**src/design/dmx_usb_packet_formatter_unit_assert.svh**
```systemverilog
// ----------------------------------------------------------------------------
// Assertion macros for the DMX USB packet formatter
// Each check samples on clk and is disabled while rst_n is low.
// ----------------------------------------------------------------------------
`ifndef DMX_USB_PACKET_FORMATTER_UNIT_ASSERT_SVH
`define DMX_USB_PACKET_FORMATTER_UNIT_ASSERT_SVH
`ifndef SYNTHESIS
// Same-cycle implication: cons must hold whenever ante holds.
`define DMXUSB_ASSERT_IMP(lbl, ante, cons) \
  lbl: assert property (@(posedge clk) disable iff (!rst_n) (ante) |-> (cons)) \
    else $error("dmxusb: implication check failed");
// Next-cycle implication: cons must hold in the cycle after ante.
`define DMXUSB_ASSERT_NXT(lbl, ante, cons) \
  lbl: assert property (@(posedge clk) disable iff (!rst_n) (ante) |=> (cons)) \
    else $error("dmxusb: next-cycle check failed");
`else
`define DMXUSB_ASSERT_IMP(lbl, ante, cons)
`define DMXUSB_ASSERT_NXT(lbl, ante, cons)
`endif
`endif

```
**src/design/dmxusb_pkg.sv**
```systemverilog
// ----------------------------------------------------------------------------
// dmxusb_pkg
// Shared constants, types and frame layout helper for the formatter.
// ----------------------------------------------------------------------------
`timescale 1ns / 1ps

package dmxusb_pkg;

  localparam int unsigned CHUNKS_PER_FRAME = 26;
  localparam int unsigned CHUNK_BYTES      = 32;
  localparam int unsigned CHANS_PER_CHUNK  = 20;
  localparam int unsigned DMX_CHANNELS     = 512;
  localparam int unsigned FRAME_BYTES      = CHUNKS_PER_FRAME * CHUNK_BYTES;

  localparam int unsigned IDX_W  = 10;
  localparam int unsigned ADDR_W = 9;
  localparam int unsigned CHNK_W = 5;

  localparam logic [CHNK_W-1:0] LAST_CHUNK = CHNK_W'(CHUNKS_PER_FRAME - 1);
  localparam logic [IDX_W-1:0]  FRAME_END  = IDX_W'(FRAME_BYTES);

  // Command codes
  localparam logic CMD_WRITE = 1'b0;
  localparam logic CMD_READ  = 1'b1;

  // Status codes
  localparam logic STS_OK    = 1'b0;
  localparam logic STS_RANGE = 1'b1;

  // Frame byte constants
  localparam logic [7:0] BYTE_MARK     = 8'h80;
  localparam logic [7:0] BYTE_TAG_MORE = 8'h84;
  localparam logic [7:0] BYTE_TAG_LAST = 8'h04;
  localparam logic [7:0] BYTE_ZERO     = 8'h00;

  typedef enum logic [2:0] {
    SLOT_MARK,
    SLOT_IDX,
    SLOT_TAG,
    SLOT_LEVEL,
    SLOT_ZERO
  } slot_kind_t;

  typedef struct packed {
    slot_kind_t  kind;
    logic [2:0]  grp;
    logic [1:0]  lane;
  } slot_t;

  // Decoded request handed from the decoder to the pipeline
  typedef struct packed {
    logic              wr_en;
    logic [ADDR_W-1:0] addr;
    logic              use_mem;
    logic [7:0]        const_byte;
    logic              status;
  } dec_t;

  // Classify a byte offset inside a chunk: marker, group index, tag, level or pad.
  function automatic slot_t dmxusb_slot(input logic [CHNK_W-1:0] off);
    slot_t            s;
    logic [CHNK_W-1:0] om1;
    logic [CHNK_W-1:0] pos;
    begin
      s.kind = SLOT_ZERO;
      s.grp  = 3'd0;
      s.lane = 2'd0;
      om1    = off - CHNK_W'(1);
      if (om1 >= CHNK_W'(24)) begin
        s.grp = 3'd4;
      end else if (om1 >= CHNK_W'(18)) begin
        s.grp = 3'd3;
      end else if (om1 >= CHNK_W'(12)) begin
        s.grp = 3'd2;
      end else if (om1 >= CHNK_W'(6)) begin
        s.grp = 3'd1;
      end
      pos = om1 - CHNK_W'(s.grp) * CHNK_W'(6);
      if (off == CHNK_W'(0)) begin
        s.kind = SLOT_MARK;
      end else if (off == CHNK_W'(CHUNK_BYTES - 1)) begin
        s.kind = SLOT_ZERO;
      end else if (pos == CHNK_W'(0)) begin
        s.kind = SLOT_IDX;
      end else if (pos == CHNK_W'(1)) begin
        s.kind = SLOT_TAG;
      end else begin
        s.kind = SLOT_LEVEL;
        s.lane = pos[1:0] - 2'd2;
      end
      return s;
    end
  endfunction

endpackage

```
**src/design/dmxusb_decode.sv**
```systemverilog
// ----------------------------------------------------------------------------
// dmxusb_decode
// Decode one registered request into store access and constant frame byte.
// ----------------------------------------------------------------------------
`timescale 1ns / 1ps

module dmxusb_decode
  import dmxusb_pkg::*;
(
  input  logic             cmd,
  input  logic [IDX_W-1:0] index,
  output dec_t             dec
);

  logic [CHNK_W-1:0] chunk;
  logic [CHNK_W-1:0] off;
  logic              last;
  slot_t             slot;
  logic [IDX_W-1:0]  chan;
  logic [IDX_W-1:0]  half_idx;
  logic              pad_grp;
  logic              in_frame;

  assign chunk    = index[IDX_W-1 -: CHNK_W];
  assign off      = index[CHNK_W-1:0];
  assign last     = (chunk == LAST_CHUNK);
  assign slot     = dmxusb_slot(off);
  assign chan     = IDX_W'(chunk) * IDX_W'(CHANS_PER_CHUNK)
                  + IDX_W'({slot.grp, 2'b00}) + IDX_W'(slot.lane);
  assign half_idx = IDX_W'(chunk) * IDX_W'(10) + IDX_W'({slot.grp, 1'b0});
  // The short last chunk carries three groups only; its marker still stands
  assign pad_grp  = last && (slot.grp >= 3'd3) && (slot.kind != SLOT_MARK);
  assign in_frame = (index < FRAME_END);

  always_comb begin
    dec.wr_en      = 1'b0;
    dec.addr       = chan[ADDR_W-1:0];
    dec.use_mem    = 1'b0;
    dec.const_byte = BYTE_ZERO;
    dec.status     = STS_OK;
    if (cmd == CMD_WRITE) begin
      dec.addr   = index[ADDR_W-1:0];
      dec.wr_en  = !index[ADDR_W];
      dec.status = index[ADDR_W] ? STS_RANGE : STS_OK;
    end else if (!in_frame) begin
      dec.status = STS_RANGE;
    end else if (!pad_grp) begin
      unique case (slot.kind)
        SLOT_MARK:  dec.const_byte = BYTE_MARK;
        SLOT_IDX:   dec.const_byte = half_idx[7:0];
        SLOT_TAG: begin
          dec.const_byte = ((slot.grp == 3'd4) || (last && slot.grp == 3'd2))
                         ? BYTE_TAG_LAST : BYTE_TAG_MORE;
        end
        SLOT_LEVEL: dec.use_mem = !chan[ADDR_W];
        default:    dec.const_byte = BYTE_ZERO;
      endcase
    end
  end

endmodule

```
**config.mk**
```make
export PLATFORM = sky130hd
export DESIGN_NAME = dmxusb_decode
export DESIGN_NICKNAME = d
export VERILOG_FILES = /design/src/design/dmx_usb_packet_formatter_unit_assert.svh /design/src/design/dmxusb_pkg.sv /design/src/design/dmxusb_decode.sv
export SDC_FILE = /design/constraint.sdc
export NUM_CORES = 1
export LEC_CHECK = 0
export ABC_AREA = 1
export BUFFER_PORTS_ARGS = -buffer_cell sky130_fd_sc_hd__buf_2
export CORE_MARGIN = 8
export CORE_UTILIZATION = 40
export DETAILED_ROUTE_END_ITERATION = 12
export SLEW_MARGIN = 5
export SYNTH_ARGS = -nofsm -noshare
export SYNTH_HDL_FRONTEND = slang
export SYNTH_SLANG_ARGS = --single-unit
```
**constraint.sdc**
```tcl
create_clock -name vclk -period 8.2
set_input_delay 0.41 -clock vclk [all_inputs]
set_output_delay 0.41 -clock vclk [all_outputs]
set_load 0.02 [all_outputs]
```
==> results.cfg <==
[synthesis]
synth_top_area_cell = ha_1
synth_compound_area_share_pct = 13.0
synthesis.area_sq_um = 1050
synth.top_cells.by_area = ha_1 (19%), nand2_1 (11%), inv_1 (10%), nor2_1 (7.9%), nand3_1 (6.7%)
yosys.area.top_type_share_pct = 19.1
synth_fa_ha_area_share_pct = 24.9
avgSynthCellArea_sq_um = 6.12
yosys.area_share.simple_pct = 47.4
syn-instance-count = 171
synth_top_family_by_area = simple AND/OR/NAND/NOR gates
ys_seq_area_share_pct = 0
synthTopCellsByCount = nand2_1 (30), inv_1 (28), nor2_1 (22)
synth_warnings = 0
synth_mux_area_share_pct = 0
yosysMostFrequentCell = nand2_1
yosys.cell_types.count = 30
synth-xor-area-share_pct = 2.51
synth_nets = 201

[timing]
setup_tns_ns = 0
maxSlewViolCount = 0
finalHoldViolCount = 0
finalCritPeriodShare_pct = 47.2
rsz0062_at_grt = no
min_period_ns = 3.87
max_freq_mhz = 259
setup_violations = 0

[grt]
grt_pass1_wl_um = 5160
grt.busiest_layer = met2
antenna_found_initial = 0
grtUsageTotal_pct = 13.5
grtUsageMet3_pct = 0.497
use_met1_pct = 16.7
use_met2_pct = 26.0
gr-total-overflow = 0
grt_pass1_vias = 1178
grt_max_degree = 14

[routing]
wl_per_cell_um = 13.2
routed-via-count = 1192
avgViaCountPerCell = 5.21
wl_um = 3020
drcViolationCount = 0
postRouteAntennaNets = 0
dr.pass1.iters = 5
dr.first_iter.drc_count = 74

[floorplan]
rows = 18
ios = 31
coreArea_sq_um = 2480
dieArea_sq_um = 4510
initial_utilization_pct = 42.2
die_w_um = 67.1
dieHeight_um = 67.1

[final_layout]
nets = 231
numSequentialCells = 0
nClkBuffers = 0
design_area_sq_um = 1220
areaGrowthSynthToFinish_pct = 16.9
regArea_sq_um = 0
drive_gt1_share_pct = 24.6
antennaDiodeCount = 0

[run_status]
outcome = completed

[clocking]
hold_buffers = 0
post-cts-setup-buffers = 0
cts_resized = 0

[critical_path]
cp_max_fo = 8
startpoint_type = primary input
endpoint_kind = output port
critPathArrivalTime_ns = 3.46
crit_required_ns = 7.79
critPathKind = in2out

[placed_design]
place.gp.congestion = 0.844
io_buffers = 30
hpwl_um = 2680
dpl_cell_area_sq_um = 1220

[power_and_ir_drop]
p_leak_nw = 0.718
finalPower_w = 0.000121
power-per-cell-area_nw_per_um2 = 99.1
ir_drop_uv = 45.0

[worst_hold_path]
hold_depth = 3
hold-path-endpoint = dec[19]
min-delay-start = index[9]
min_path_type = in2out

[job]
drv_cap = 0
==> worst max path at each step <==
stage	startpoint	end	slack [ns]	cells past startpoint
2_1_floorplan	index[0]	dec[2]	4.63	16
6_report	index[0]	dec[2]	4.33	18
3_5_place_dp	index[0]	dec[4]	4.35	18
4_1_cts	index[0]	dec[4]	4.34	18
3_3_place_gp	index[0]	dec[4]	4.44	18
5_1_grt	index[0]	dec[4]	4.05	18
==> through the flow <==
step | utilization [%] | setup slack [ns] | hold WS, ns | cells
finish | 49.3 | 4.33 | 1.18 | 229
global route | 49.3 | 4.05 | 1.20 | 229
CTS | 49.3 | 4.34 | 1.18 | 229
detailed placement | 49.3 | 4.35 | 1.18 | 229
global placement | 49.3 | 4.44 | 1.17 | 229
floorplan | - | 4.63 | 0.900 | 171
==> final cells by class <==
| cell class | instances | area, sq um |
|---|---|---|
| Fill cell | 289 | 1250 |
| Inverter | 30 | 113 |
| Tap cell | 30 | 37.5 |
| Multi-Input combinational cell | 139 | 922 |
| Timing Repair Buffer | 30 | 150 |
==> power breakdown <==
group          internal (W)  total (W)  switching (W)
sequential                0          0              0
clock                     0          0              0
combinational     0.0000417   0.000121      0.0000795
==> worst max-delay path, stage by stage <==
cell and delay, ns:
buf_2 0.13, inv_2 0.14, ha_1 0.25, inv_1 0.07, nand2_1 0.09, nand2_4 0.08
inv_1 0.12, o21ai_1 0.10, o21ai_1 0.11, nand2_1 0.10, ha_1 0.31, inv_1 0.06
fa_1 0.50, nand3_1 0.12, nor3_2 0.28, o2111ai_1 0.19, nor3_1 0.20, buf_2 0.20
==> cells by family (layout without fill, tap and decap cells) <==
family	after synthesis	after routing
AND/OR/NAND/NOR	93	93
other	1	1
buffers and inverters	32	60
AO/OA/AOI/OAI	23	23
XOR/XNOR	3	3
adder cells (fa/ha/maj)	19	19
==> cells in the final DEF, fill, tap and decap left out, types with 5 or more instances in the layout <==
cell type | Yosys | routed
nand4_1 | 5 | 5
nand2_4 | 6 | 6
nand2_1 | 30 | 30
nand2_2 | 5 | 5
nand3_1 | 14 | 14
nor2_1 | 22 | 22
buf_2 | 0 | 30
ha_1 | 16 | 16
inv_1 | 28 | 28
o21ai_0 | 9 | 9
==> layer usage <==
metal	up-vias	part of all wire [%]
li1	622	-
met1	538	44
met2	28	50
met3	4	5.3
met4	0	0.73
met5	-	0
(Power assumes the default switching activity.)
